**src/rtl/ipfd_pkg.sv**
```systemverilog
// Shared types and constants for the incremental PID firing delay core.
// Depends on nothing; every RTL file of the block refers to it by scoped names.
`timescale 1ns / 1ps
`default_nettype none

package ipfd_pkg;

   // Field and datapath widths.
   localparam int CFG_W     = 32;
   localparam int CSR_IDX_W = 3;
   localparam int TEMP_W    = 9;
   localparam int ERR_W     = 11;
   localparam int ACC_W     = 48;
   localparam int SUM_W     = 64;
   localparam int COEF_W    = 52;
   localparam int OP_W      = 33;
   localparam int PROD_W    = 66;
   localparam int FRAC_W    = 16;
   localparam int QUO_W     = 48;
   localparam int SCALED_W  = 51;
   localparam int TICKS_W   = 32;
   localparam int DRIVE_W   = 32;
   localparam int DELAY_W   = 17;
   localparam int RELOAD_W  = 16;

   // Divider: two quotient bits per cycle.
   localparam int DIV_STEPS = QUO_W / 2;
   localparam int DIV_CNT_W = $clog2(DIV_STEPS);

   // Multiply-accumulate passes: three errors, low and high coefficient halves.
   localparam int MAC_STEPS = 6;
   localparam int MAC_CNT_W = $clog2(MAC_STEPS);

   // Register indexes of the configuration port.
   localparam logic [CSR_IDX_W-1:0] REG_PROP_GAIN     = 3'd0;
   localparam logic [CSR_IDX_W-1:0] REG_INTEG_GAIN    = 3'd1;
   localparam logic [CSR_IDX_W-1:0] REG_DERIV_GAIN    = 3'd2;
   localparam logic [CSR_IDX_W-1:0] REG_SAMPLE_PERIOD = 3'd3;

   // Register reset values.
   localparam logic [CFG_W-1:0] PROP_GAIN_RESET     = 32'd1966080;
   localparam logic [CFG_W-1:0] INTEG_GAIN_RESET    = 32'd655;
   localparam logic [CFG_W-1:0] DERIV_GAIN_RESET    = 32'd0;
   localparam logic [CFG_W-1:0] SAMPLE_PERIOD_RESET = 32'd32768;

   // Accumulator limits, Q31.16.
   localparam logic signed [ACC_W-1:0] ACC_MAX = {1'b0, {(ACC_W-1){1'b1}}};
   localparam logic signed [ACC_W-1:0] ACC_MIN = {1'b1, {(ACC_W-1){1'b0}}};

   // Firing delay and timer arithmetic, all in Q.16.
   localparam logic signed [ACC_W:0]  DELAY_BASE   = 49'sd393216000;  // 6000.0
   localparam logic [SCALED_W-1:0]    DELAY_OFFSET = 51'd65536000;    // 1000.0
   localparam int                     TICK_SHIFT   = 19;
   localparam logic [SCALED_W-1:0]    TICK_ROUND   = 51'd524287;
   localparam logic [DELAY_W-1:0]     DELAY_INT_MAX = 17'h1FFFF;

   // Control word of the shared multiply-accumulate unit.
   typedef struct packed {
      logic mul_en;    // multiply the operands this cycle
      logic shift_hi;  // product belongs to the upper coefficient half
      logic acc_load;  // load the accumulator with the start value
   } mac_ctrl_type;

endpackage

`default_nettype wire

```
**src/rtl/ipfd_div.sv**
```systemverilog
// Iterative unsigned divider, 48-bit dividend by 32-bit divisor, two bits a cycle.
// Depends on ipfd_pkg for widths and the step count.
`timescale 1ns / 1ps
`default_nettype none

module ipfd_div (
   input  wire logic                        clock,
   input  wire logic                        reset,
   input  wire logic                        start,
   input  wire logic [ipfd_pkg::QUO_W-1:0]  dividend,
   input  wire logic [ipfd_pkg::CFG_W-1:0]  divisor,
   output logic                             busy,
   output logic [ipfd_pkg::QUO_W-1:0]       quotient
);

   logic                              busy_ff, busy_in;
   logic [ipfd_pkg::DIV_CNT_W-1:0]    cnt_ff, cnt_in;
   logic [ipfd_pkg::CFG_W-1:0]        rem_ff, rem_in;
   logic [ipfd_pkg::QUO_W-1:0]        quo_ff, quo_in;
   logic [ipfd_pkg::CFG_W-1:0]        dvs_ff, dvs_in;
   logic [ipfd_pkg::CFG_W:0]          step_a, step_b;

   // One restoring step: quotient bit on top, new remainder below.
   function automatic logic [ipfd_pkg::CFG_W:0] div_step(
      input logic [ipfd_pkg::CFG_W-1:0] rem,
      input logic                       bit_in,
      input logic [ipfd_pkg::CFG_W-1:0] dvs
   );
      logic [ipfd_pkg::CFG_W+1:0] trial;
      trial = {1'b0, rem, bit_in} - {2'b00, dvs};
      if (trial[ipfd_pkg::CFG_W+1]) begin
         div_step = {1'b0, rem[ipfd_pkg::CFG_W-2:0], bit_in};
      end else begin
         div_step = {1'b1, trial[ipfd_pkg::CFG_W-1:0]};
      end
   endfunction

   // Two chained steps consume the top two dividend bits.
   always_comb begin
      step_a = div_step(rem_ff, quo_ff[ipfd_pkg::QUO_W-1], dvs_ff);
      step_b = div_step(step_a[ipfd_pkg::CFG_W-1:0], quo_ff[ipfd_pkg::QUO_W-2], dvs_ff);
   end

   // Sequencing of the iterations.
   always_comb begin
      busy_in = busy_ff;
      cnt_in  = cnt_ff;
      rem_in  = rem_ff;
      quo_in  = quo_ff;
      dvs_in  = dvs_ff;
      if (start) begin
         busy_in = 1'b1;
         cnt_in  = '0;
         rem_in  = '0;
         quo_in  = dividend;
         dvs_in  = divisor;
      end else if (busy_ff) begin
         rem_in = step_b[ipfd_pkg::CFG_W-1:0];
         quo_in = {quo_ff[ipfd_pkg::QUO_W-3:0], step_a[ipfd_pkg::CFG_W],
                   step_b[ipfd_pkg::CFG_W]};
         cnt_in = cnt_ff + 1'b1;
         if (cnt_ff == ipfd_pkg::DIV_CNT_W'(ipfd_pkg::DIV_STEPS - 1)) begin
            busy_in = 1'b0;
         end
      end
   end

   always_ff @(posedge clock) begin
      if (reset) begin
         busy_ff <= 1'b0;
         cnt_ff  <= '0;
      end else begin
         busy_ff <= busy_in;
         cnt_ff  <= cnt_in;
      end
      rem_ff <= rem_in;
      quo_ff <= quo_in;
      dvs_ff <= dvs_in;
   end

   assign busy     = busy_ff;
   assign quotient = quo_ff;

endmodule

`default_nettype wire

```
**src/rtl/ipfd_mac.sv**
```systemverilog
// Shared 33 by 33 signed multiplier with a registered product and a 64-bit accumulator.
// Depends on ipfd_pkg for widths and the control word type.
`timescale 1ns / 1ps
`default_nettype none

module ipfd_mac (
   input  wire logic                               clock,
   input  wire logic                               reset,
   input  wire ipfd_pkg::mac_ctrl_type             ctrl,
   input  wire logic signed [ipfd_pkg::OP_W-1:0]   op_a,
   input  wire logic signed [ipfd_pkg::OP_W-1:0]   op_b,
   input  wire logic signed [ipfd_pkg::SUM_W-1:0]  load_value,
   output logic signed [ipfd_pkg::PROD_W-1:0]      product,
   output logic signed [ipfd_pkg::SUM_W-1:0]       acc
);

   logic signed [ipfd_pkg::PROD_W-1:0] prod_ff, prod_in;
   logic                               prod_vld_ff, prod_hi_ff;
   logic signed [ipfd_pkg::SUM_W-1:0]  acc_ff, acc_in;
   logic signed [ipfd_pkg::SUM_W-1:0]  addend;

   // The product is registered before it reaches the adder.
   always_comb begin
      prod_in = op_a * op_b;
      if (prod_hi_ff) begin
         addend = {prod_ff[31:0], 32'd0};
      end else begin
         addend = prod_ff[ipfd_pkg::SUM_W-1:0];
      end
      if (ctrl.acc_load) begin
         acc_in = load_value;
      end else if (prod_vld_ff) begin
         acc_in = acc_ff + addend;
      end else begin
         acc_in = acc_ff;
      end
   end

   always_ff @(posedge clock) begin
      if (reset) begin
         prod_vld_ff <= 1'b0;
      end else begin
         prod_vld_ff <= ctrl.mul_en;
      end
      if (ctrl.mul_en) begin
         prod_ff    <= prod_in;
         prod_hi_ff <= ctrl.shift_hi;
      end
      acc_ff <= acc_in;
   end

   assign product = prod_ff;
   assign acc     = acc_ff;

endmodule

`default_nettype wire

```
**src/rtl/incremental_pid_firing_delay_core.sv**
```systemverilog
// Top level of the incremental PID firing delay core: sequencer, state and result word.
// Depends on ipfd_pkg, ipfd_div and ipfd_mac.
//
// Each request word carries a measured and a target temperature; the core answers with one
// response word holding the saturated PID drive level, the heater firing delay, the timer
// reload value and a heater-on flag. The next word can be accepted only once the previous one
// has left ST_FIN and the core is idle again. The division of the derivative gain by the sample
// period runs two quotient bits a cycle from acceptance, while the shared multiplier forms the
// integral product in ST_HALF as the division begins. ST_DIV then waits for the divider to
// finish, ST_COEF builds the coefficients, six passes go through the shared multiply-accumulate
// unit in ST_MAC, ST_DRAIN adds the last product, and ST_SAT, ST_DLY, ST_TICK and ST_FIN
// saturate, form the delay, scale it and load the response word. The core takes one request
// word at a time and accepts the next one while a finished response word still waits to be
// taken; that next word then holds in its last step until the earlier response word has gone.
// Gain registers are written through the csr_ port and should only be changed while no word
// is in progress.
`timescale 1ns / 1ps
`default_nettype none

module incremental_pid_firing_delay_core (
   input  wire logic                                 clock,
   input  wire logic                                 reset,
   input  wire logic                                 req_valid,
   output logic                                      req_ready,
   input  wire logic [ipfd_pkg::TEMP_W-1:0]          req_measured_temp,
   input  wire logic [ipfd_pkg::TEMP_W-1:0]          req_target_temp,
   output logic                                      rsp_valid,
   input  wire logic                                 rsp_ready,
   output logic signed [ipfd_pkg::DRIVE_W-1:0]       rsp_drive_level,
   output logic [ipfd_pkg::DELAY_W-1:0]              rsp_firing_delay,
   output logic [ipfd_pkg::RELOAD_W-1:0]             rsp_timer_reload,
   output logic                                      rsp_heater_on,
   input  wire logic                                 csr_wr_en,
   input  wire logic [ipfd_pkg::CSR_IDX_W-1:0]       csr_index,
   input  wire logic [ipfd_pkg::CFG_W-1:0]           csr_wr_data
);

   typedef enum logic [9:0] {
      ST_IDLE  = 10'b0000000001,
      ST_HALF  = 10'b0000000010,
      ST_DIV   = 10'b0000000100,
      ST_COEF  = 10'b0000001000,
      ST_MAC   = 10'b0000010000,
      ST_DRAIN = 10'b0000100000,
      ST_SAT   = 10'b0001000000,
      ST_DLY   = 10'b0010000000,
      ST_TICK  = 10'b0100000000,
      ST_FIN   = 10'b1000000000
   } state_type;

   state_type                                 state_ff, state_in;
   logic [ipfd_pkg::CFG_W-1:0]                prop_gain_ff, integ_gain_ff;
   logic [ipfd_pkg::CFG_W-1:0]                deriv_gain_ff, sample_period_ff;
   logic signed [ipfd_pkg::ERR_W-1:0]         err_ff, err_in;
   logic                                      heater_ff, heater_in;
   logic signed [ipfd_pkg::ERR_W-1:0]         last_err_ff, older_err_ff;
   logic signed [ipfd_pkg::ACC_W-1:0]         prev_out_ff;
   logic signed [ipfd_pkg::COEF_W-1:0]        a1_ff, a2_ff, a3_ff, a1_in, a2_in, a3_in;
   logic [ipfd_pkg::MAC_CNT_W-1:0]            step_ff, step_in;
   logic signed [ipfd_pkg::ACC_W-1:0]         sat_ff, sat_in;
   logic [ipfd_pkg::ACC_W-1:0]                delay_ff, delay_in;
   logic [ipfd_pkg::SCALED_W-1:0]             scaled_ff, scaled_in;
   logic                                      rsp_valid_ff, rsp_valid_in;
   logic signed [ipfd_pkg::DRIVE_W-1:0]       drive_ff;
   logic [ipfd_pkg::DELAY_W-1:0]              fdelay_ff, fdelay_in;
   logic [ipfd_pkg::RELOAD_W-1:0]             reload_ff, reload_in;
   logic                                      rheater_ff;

   logic                                      accept, fin_go, div_busy;
   logic [ipfd_pkg::CFG_W-1:0]                divisor;
   logic [ipfd_pkg::QUO_W-1:0]                quotient;
   ipfd_pkg::mac_ctrl_type                    mac_ctrl;
   logic signed [ipfd_pkg::OP_W-1:0]          op_a, op_b;
   logic signed [ipfd_pkg::SUM_W-1:0]         mac_load;
   logic signed [ipfd_pkg::PROD_W-1:0]        product;
   logic signed [ipfd_pkg::SUM_W-1:0]         acc;
   logic signed [ipfd_pkg::ERR_W-1:0]         err_sel;
   logic signed [ipfd_pkg::COEF_W-1:0]        coef_sel;
   logic signed [ipfd_pkg::COEF_W-1:0]        kp_ext, half_ext, dt_ext;
   logic signed [ipfd_pkg::ACC_W:0]           delay_diff;
   logic [ipfd_pkg::SCALED_W-1:0]             delay_sum, rounded;
   logic [ipfd_pkg::TICKS_W-1:0]              ticks;

   // Configuration registers.
   always_ff @(posedge clock) begin
      if (reset) begin
         prop_gain_ff     <= ipfd_pkg::PROP_GAIN_RESET;
         integ_gain_ff    <= ipfd_pkg::INTEG_GAIN_RESET;
         deriv_gain_ff    <= ipfd_pkg::DERIV_GAIN_RESET;
         sample_period_ff <= ipfd_pkg::SAMPLE_PERIOD_RESET;
      end else if (csr_wr_en) begin
         case (csr_index)
            ipfd_pkg::REG_PROP_GAIN:     prop_gain_ff     <= csr_wr_data;
            ipfd_pkg::REG_INTEG_GAIN:    integ_gain_ff    <= csr_wr_data;
            ipfd_pkg::REG_DERIV_GAIN:    deriv_gain_ff    <= csr_wr_data;
            ipfd_pkg::REG_SAMPLE_PERIOD: sample_period_ff <= csr_wr_data;
            default: ;
         endcase
      end
   end

   // Handshake on both sides.
   assign req_ready = (state_ff == ST_IDLE);
   assign accept    = req_valid & req_ready;
   assign fin_go    = (state_ff == ST_FIN) & (~rsp_valid_ff | rsp_ready);

   // A zero sample period divides as one least significant bit.
   assign divisor = (sample_period_ff == '0) ? ipfd_pkg::CFG_W'(1) : sample_period_ff;

   ipfd_div u_div (
      .clock    (clock),
      .reset    (reset),
      .start    (accept),
      .dividend ({deriv_gain_ff, {ipfd_pkg::FRAC_W{1'b0}}}),
      .divisor  (divisor),
      .busy     (div_busy),
      .quotient (quotient)
   );

   // Error and heater flag of the incoming word.
   always_comb begin
      err_in    = {2'b00, req_target_temp} - {2'b00, req_measured_temp};
      heater_in = (req_measured_temp <= req_target_temp);
   end

   // Coefficients from the gains, the integral product and the quotient.
   always_comb begin
      kp_ext   = {20'd0, prop_gain_ff};
      half_ext = {5'd0, product[63:17]};
      dt_ext   = {4'd0, quotient};
      a1_in    = kp_ext + half_ext + dt_ext;
      a2_in    = half_ext - kp_ext - {dt_ext[ipfd_pkg::COEF_W-2:0], 1'b0};
      a3_in    = dt_ext;
   end

   // Operand selection for the shared multiplier.
   always_comb begin
      case (step_ff[2:1])
         2'd0: begin
            err_sel  = err_ff;
            coef_sel = a1_ff;
         end
         2'd1: begin
            err_sel  = last_err_ff;
            coef_sel = a2_ff;
         end
         2'd2: begin
            err_sel  = older_err_ff;
            coef_sel = a3_ff;
         end
         default: begin
            err_sel  = '0;
            coef_sel = '0;
         end
      endcase
      if (state_ff == ST_HALF) begin
         op_a = {1'b0, integ_gain_ff};
         op_b = {1'b0, sample_period_ff};
      end else begin
         op_a = {{(ipfd_pkg::OP_W-ipfd_pkg::ERR_W){err_sel[ipfd_pkg::ERR_W-1]}}, err_sel};
         if (step_ff[0]) begin
            op_b = {{13{coef_sel[ipfd_pkg::COEF_W-1]}}, coef_sel[ipfd_pkg::COEF_W-1:32]};
         end else begin
            op_b = {1'b0, coef_sel[31:0]};
         end
      end
      mac_ctrl.mul_en   = (state_ff == ST_HALF) | (state_ff == ST_MAC);
      mac_ctrl.shift_hi = (state_ff == ST_MAC) & step_ff[0];
      mac_ctrl.acc_load = (state_ff == ST_COEF);
      mac_load = {{(ipfd_pkg::SUM_W-ipfd_pkg::ACC_W){prev_out_ff[ipfd_pkg::ACC_W-1]}},
                  prev_out_ff};
   end

   ipfd_mac u_mac (
      .clock      (clock),
      .reset      (reset),
      .ctrl       (mac_ctrl),
      .op_a       (op_a),
      .op_b       (op_b),
      .load_value (mac_load),
      .product    (product),
      .acc        (acc)
   );

   // Saturation, firing delay and timer arithmetic.
   always_comb begin
      if ((&acc[63:47]) | (~|acc[63:47])) begin
         sat_in = acc[ipfd_pkg::ACC_W-1:0];
      end else if (acc[63]) begin
         sat_in = ipfd_pkg::ACC_MIN;
      end else begin
         sat_in = ipfd_pkg::ACC_MAX;
      end

      delay_diff = ipfd_pkg::DELAY_BASE - {sat_ff[ipfd_pkg::ACC_W-1], sat_ff};
      if (delay_diff[ipfd_pkg::ACC_W]) begin
         delay_in = '0;
      end else begin
         delay_in = delay_diff[ipfd_pkg::ACC_W-1:0];
      end

      delay_sum = ipfd_pkg::DELAY_OFFSET + {3'd0, delay_ff};
      scaled_in = delay_sum + {delay_sum[ipfd_pkg::SCALED_W-3:0], 2'b00};

      rounded = scaled_ff + ipfd_pkg::TICK_ROUND;
      ticks   = rounded[ipfd_pkg::SCALED_W-1:ipfd_pkg::TICK_SHIFT];
      if (|ticks[31:16]) begin
         reload_in = '0;
      end else begin
         reload_in = ipfd_pkg::RELOAD_W'(17'h10000 - {1'b0, ticks[15:0]});
      end

      if (|delay_ff[47:33]) begin
         fdelay_in = ipfd_pkg::DELAY_INT_MAX;
      end else begin
         fdelay_in = delay_ff[32:16];
      end
   end

   // Sequencer.
   always_comb begin
      state_in = state_ff;
      step_in  = step_ff;
      case (state_ff)
         ST_IDLE: begin
            if (accept) begin
               state_in = ST_HALF;
            end
         end
         ST_HALF:  state_in = ST_DIV;
         ST_DIV: begin
            if (!div_busy) begin
               state_in = ST_COEF;
            end
         end
         ST_COEF: begin
            state_in = ST_MAC;
            step_in  = '0;
         end
         ST_MAC: begin
            step_in = step_ff + 1'b1;
            if (step_ff == ipfd_pkg::MAC_CNT_W'(ipfd_pkg::MAC_STEPS - 1)) begin
               state_in = ST_DRAIN;
            end
         end
         ST_DRAIN: state_in = ST_SAT;
         ST_SAT:   state_in = ST_DLY;
         ST_DLY:   state_in = ST_TICK;
         ST_TICK:  state_in = ST_FIN;
         ST_FIN: begin
            if (fin_go) begin
               state_in = ST_IDLE;
            end
         end
         default:  state_in = ST_IDLE;
      endcase

      if (fin_go) begin
         rsp_valid_in = 1'b1;
      end else if (rsp_ready) begin
         rsp_valid_in = 1'b0;
      end else begin
         rsp_valid_in = rsp_valid_ff;
      end
   end

   // Control state and controller history.
   always_ff @(posedge clock) begin
      if (reset) begin
         state_ff     <= ST_IDLE;
         step_ff      <= '0;
         rsp_valid_ff <= 1'b0;
         last_err_ff  <= '0;
         older_err_ff <= '0;
         prev_out_ff  <= '0;
      end else begin
         state_ff     <= state_in;
         step_ff      <= step_in;
         rsp_valid_ff <= rsp_valid_in;
         if (state_ff == ST_SAT) begin
            prev_out_ff  <= sat_in;
            older_err_ff <= last_err_ff;
            last_err_ff  <= err_ff;
         end
      end
   end

   // Working registers and the response word.
   always_ff @(posedge clock) begin
      if (accept) begin
         err_ff    <= err_in;
         heater_ff <= heater_in;
      end
      if (state_ff == ST_COEF) begin
         a1_ff <= a1_in;
         a2_ff <= a2_in;
         a3_ff <= a3_in;
      end
      if (state_ff == ST_SAT) begin
         sat_ff <= sat_in;
      end
      if (state_ff == ST_DLY) begin
         delay_ff <= delay_in;
      end
      if (state_ff == ST_TICK) begin
         scaled_ff <= scaled_in;
      end
      if (fin_go) begin
         drive_ff   <= sat_ff[ipfd_pkg::ACC_W-1:ipfd_pkg::FRAC_W];
         fdelay_ff  <= fdelay_in;
         reload_ff  <= reload_in;
         rheater_ff <= heater_ff;
      end
   end

   assign rsp_valid        = rsp_valid_ff;
   assign rsp_drive_level  = drive_ff;
   assign rsp_firing_delay = fdelay_ff;
   assign rsp_timer_reload = reload_ff;
   assign rsp_heater_on    = rheater_ff;

   // An accepted word starts the divider and the integral multiply at once.
   a_accept_starts : assert property (@(posedge clock) disable iff (reset)
      accept |=> (state_ff == ST_HALF) && div_busy)
      else $error("accepted word did not start the divider");

   // No new word may enter while the divider is still iterating.
   a_busy_blocks : assert property (@(posedge clock) disable iff (reset)
      div_busy |-> !req_ready)
      else $error("request accepted while the divider was busy");

   // The pass counter stays within the six multiply-accumulate passes.
   a_step_range : assert property (@(posedge clock) disable iff (reset)
      (state_ff == ST_MAC) |-> (step_ff < ipfd_pkg::MAC_CNT_W'(ipfd_pkg::MAC_STEPS)))
      else $error("multiply-accumulate pass counter out of range");

   // Finishing a word always presents a response word on the next cycle.
   a_fin_presents : assert property (@(posedge clock) disable iff (reset)
      fin_go |=> rsp_valid_ff && (state_ff == ST_IDLE))
      else $error("finished word was not presented");

endmodule

`default_nettype wire
```
**config.mk**
```make
export PLATFORM = sky130hd
export DESIGN_NAME = incremental_pid_firing_delay_core
export DESIGN_NICKNAME = d
export VERILOG_FILES = /design/src/rtl/ipfd_pkg.sv /design/src/rtl/ipfd_div.sv /design/src/rtl/ipfd_mac.sv /design/src/rtl/incremental_pid_firing_delay_core.sv
export SDC_FILE = /design/constraint.sdc
export NUM_CORES = 2
export LEC_CHECK = 0
export BUFFER_PORTS_ARGS = -buffer_cell sky130_fd_sc_hd__buf_4
export CORE_MARGIN = 2
export CORE_UTILIZATION = 43
export DETAILED_ROUTE_END_ITERATION = 8
export PLACE_DENSITY = 0.61
export SLEW_MARGIN = 20
export SYNTH_ARGS = -nofsm -noshare
export SYNTH_HDL_FRONTEND = slang
export SYNTH_HIERARCHICAL = 1
export SYNTH_SLANG_ARGS = --single-unit
```
**constraint.sdc**
```tcl
create_clock -name clock -period 15.15 [get_ports clock]
set_clock_uncertainty 0.1 [all_clocks]
set_input_delay 2.2725 -clock clock [delete_from_list [all_inputs] [get_ports clock]]
set_output_delay 2.2725 -clock clock [all_outputs]
set_load 0.02 [all_outputs]
```
## After elaboration in Yosys (flattened, before gate mapping)

Index checks and enable logic that the tools add are counted.

| word-level totals | value |
|---|---|
| flip-flop bits (word level) | 837 |
| output and inout bits | 68 |
| word-level logic and storage cells | 120 |

| cells by class | value |
|---|---|
| multiplexer cells | 25 |
| bitwise gates (word level) | 7 |
| $add $sub $neg | 15 |
| order comparisons | 1 |
| multipliers | 1 |
| equality and inequality tests | 21 |
| reduce and logical (&&, ||, !) cells | 18 |

Operator list:

| kind | count |
|---|---|
| two-way mux 48 bit | 4 |
| two-way mux 64 bit | 3 |
| two-way mux 33 bit | 5 |
| one-hot mux 52 bit (3 select lines) | 1 |
| one-hot mux 10 bit (10 select lines) | 1 |
| subtractor 33 x 32 -> 34 bit | 2 |
| adder 64 bit | 1 |
| multiplier 33 x 33 -> 64 bit | 1 |
| adder 49 x 51 -> 51 bit | 1 |
| adder 51 x 19 -> 51 bit (second input constant) | 1 |
| subtractor 48 x 50 -> 51 bit | 1 |
| adder 26 x 48 -> 49 bit (first input constant) | 1 |
| adder 48 x 48 -> 49 bit | 1 |
| subtractor 30 x 48 -> 49 bit (first input constant) | 1 |
| adder 32 x 47 -> 48 bit | 1 |
| subtractor 47 x 32 -> 48 bit | 1 |
| two-way mux 10 bit | 4 |
| one-hot mux 11 bit (3 select lines) | 1 |
| zero test 32 bit | 1 |
| AND reduction 17 bit | 1 |
| OR reduction 17 bit | 1 |
| OR reduction 16 bit | 1 |
| subtractor 1 x 16 -> 16 bit (first input constant) | 1 |
| OR reduction 15 bit | 1 |
| 34 further kinds | 51 |

## Depth between registers and ports, before layout

| logic depth | value |
|---|---|
| depth in word-level cells | 6 |
| gate-level depth with buffers | 38 |
| depth with buffers taken out | 33 |

## Modules after synthesis

The synthesis kept the hierarchy.

By module, submodules not included:

| module | cells each | area an instance (sq um) | times used |
|---|---|---|---|
| ipfd_mac | 5,075 | 47,710.8 | 1 |
| incremental_pid_firing_delay_core | 3,716 | 34,770.8 | 1 |
| ipfd_div | 889 | 8,594.5 | 1 |

## Least setup slack after synthesis

Ideal clock, no wire load.

| timing path | value |
|---|---|
| kind | register -> register |
| start point | reg step_ff[2] (netlist name) |
| end point | reg u_mac.prod_ff, in the netlist u_mac/product[62], data pin |
| path slack | 5,344 ps |
| stages on the path, launching flop included | 34 |
| data arrival time | 9,449 ps |
| path buffers | 5 |
| path through | dfxtp_1 -> clkbuf_1 -> nor2b_1 -> clkbuf_1 -> clkbuf_1 -> nand2_1 -> o211ai_1 -> o21ai_0 -> o21ai_0 -> clkbuf_1 -> nand2_1 -> inv_1 -> fa_1 -> fa_1 -> fa_1 -> inv_1 -> fa_1 -> inv_1 -> fa_1 -> fa_1 -> fa_1 -> inv_1 -> fa_1 -> inv_1 -> ha_1 -> clkdlybuf4s25_2 -> nand2_1 -> or4_1 -> a211oi_1 -> a311oi_2 -> o211ai_2 -> a31o_1 -> a21oi_2 -> xnor2_1 |

| between the ends | value |
|---|---|
| longest elaborated chain between the ends | 5 |

RTL lines:

| element | line | RTL |
|---|---|---|
| start: declaration | incremental_pid_firing_delay_core.sv:59 | `logic [ipfd_pkg::MAC_CNT_W-1:0] step_ff, step_in;` |
| start signal: assignment | incremental_pid_firing_delay_core.sv:278 | `step_ff <= step_in;` |
| equality test 2 bit, or another cell as far along | incremental_pid_firing_delay_core.sv:138 | `case (step_ff[2:1])` |
| one-hot mux 52 bit (3 select lines) * | incremental_pid_firing_delay_core.sv:138 |  |
| two-way mux 33 bit * | incremental_pid_firing_delay_core.sv:161 | `if (step_ff[0]) begin` |
| two-way mux 33 bit * | incremental_pid_firing_delay_core.sv:156 | `if (state_ff == ST_HALF) begin` |
| named net op_b (one bit) | incremental_pid_firing_delay_core.sv:73 | `logic signed [ipfd_pkg::OP_W-1:0] op_a, op_b;` |
| multiplier 33 x 33 -> 64 bit * | ipfd_mac.sv:24 | `prod_in = op_a * op_b;` |
| named net u_mac.prod_in (one bit) | ipfd_mac.sv:17 | `logic signed [ipfd_pkg::PROD_W-1:0] prod_ff, prod_in;` |
| end signal: assignment | ipfd_mac.sv:46 | `prod_ff <= prod_in;` |
| end: declaration | ipfd_mac.sv:17 |  |

The timed path passes the listed nets; every way through them passes the cells marked *.
A chain may end at the register's enable or synchronous reset.

## Final worst setup path

Ends and elaborated chain as after synthesis.

==> qor.yml <==
rsz0062_at_grt: "false"
cts_hold_buf: 0
clk_pin_slew_ns: 0.06
drt_iter0_drc: 5621
required_ns: 15.52
setup_tns_ns: 0
drt-pass1-iter-count: 6
start_kind: "flip-flop"
io_buffers: 125
cts_resized: 0
wire_per_inst_um: 22.2
post-route-period-util: 0.793
fmax_mhz: 83.2
syn_area_um2: 90500
route.vias.total: 68900
whs_ns: 0.346
start_util: 0.432
num-nets-final: 11300
worst_pin_slew_ns: 1.15
fill_cells: 20000
ys_warn_count: 6
reg2regPathDepth: 33
cp_slowest_cell: "dfxtp_2"
worstSkewPairLatency_ns: 0.74
cts.sinks: 830
hold_depth: 0
fin_crit_ns: 12.02
grt_max_degree: 88
place.gp.congestion: 0.986
drive_above_1_share: 0.0646
antenna_found_initial: 22
slew-limit-headroom: 0.232
crit_arrival_ns: 12.38
crit_top_cell: "fa_1"
fp.coreArea_um2: 209000
setup_viol: 0
die_h_um: 463
num_rows: 168
syn_avg_cell_area_um2: 9.41
dp_hpwl_mm: 215
crit_fanout: 35
synthCells: 9619
io_pins: 126
drc: 0
status: "complete, no violations"
die_area_um2: 214000
cts_tree: "done"
cts-root-buf: "clkbuf_16"
cts_buffers: 90
finalMaxSlewViolations: 0
path_class: "flip-flop to flip-flop"
ant_nets: 0
slowest_delay_ns: 0.76
cts_setup_buffers: 0
syn_to_final_growth_pct: 7.29
hold_class: "flip-flop to flip-flop"
end_kind: "flip-flop"
track_usage: 0.255
grt_overflow: 0
h-tree-depth: 3
drv_cap: 0
vias_per_cell: 5.58
grt_pass1_wl_mm: 423
hold_viol: 0
routed_wl_mm: 275
grt_pass1_vias: 70600
die_width_um: 463
cts_buffer_depth: 3
[registers in the layout, summed over array words and instances, names as in the netlist, 48 cells and up]
register and cells:
u_mac/acc 64, prev_out_ff 48, a1_ff 49, delay_ff 48, u_div/quotient 48, a2_ff 51
u_mac/product 64, sat_ff 48, scaled_ff 51, a3_ff 48
[metal layers]
| layer | vias up | routed length, um | global-route usage |
|---|---|---|---|
| li1 | 31300 | - | - |
| met1 | 35000 | 115000 | 0.337 |
| met2 | 2140 | 132000 | 0.428 |
| met3 | 500 | 16200 | 0.0321 |
| met4 | 6 | 11800 | 0.0988 |
| met5 | - | 40 | 0 |
[area by class of cell]
class	instances	area, um^2	area share
Multi-Input combinational cell	6998	61400	0.633
Sequential cell	830	22400	0.231
Timing Repair Buffer	227	1710	0.0176
Clock inverter	32	412	0.00424
Antenna cell	5	12.5	0.000129
Clock buffer	136	2610	0.0269
Inverter	1327	4980	0.0513
Tap cell	2805	3510	0.0361
[through the flow]
stage	utilization	instance area [um^2]	std cells	setup WS (ns)
2_1_floorplan	-	90600	9634	5.44
3_3_place_gp	0.449	94100	12200	3.64
3_5_place_dp	0.449	94100	12200	3.38
4_1_cts	0.464	97100	12400	3.31
5_1_grt	0.464	97100	12400	2.63
6_report	0.464	97100	12400	3.13
[worst paths after layout]
kind | start | endpoint | slack (ns)
min reg2reg | delay_ff[0] | scaled_ff[0] | 0.35
max | step_ff[2] | u_mac/product[62] | 3.13
min | delay_ff[0] | scaled_ff[0] | 0.35
max reg2reg | step_ff[2] | u_mac/product[62] | 3.13
[layout by cell type (no fill, tap or decap), drive strengths merged, types with 72 or more instances in the layout]
master and n:
a21o 253, nand2b 73, a21oi 615, nor3 88, mux2 88, ha 545
xnor2 241, nand2 1298, and2 571, inv 1334, o21ai 315, nand3 91
nor2 430, edfxtp 581, mux2i 90, nor2b 85, fa 1176, o211ai 72
dfxtp 249, clkbuf 136, xor2 180, buf 227
[critical path, delay by kind of cell, from the launching register on]
| kind | cells | cell delay [ns] |
|---|---|---|
| buffers and inverters | 9 | 2.39 |
| xor gates and xnor gates | 1 | 0.13 |
| DFF | 1 | 0.76 |
| AOI/OAI and AO/OA | 8 | 2.33 |
| adders and majority gates | 9 | 4.23 |
| and+or+nand+nor | 6 | 1.75 |
Power is left out: the tool's default activity adds up to more than one toggle a clock period on the data nets, which glitch-free logic cannot reach.
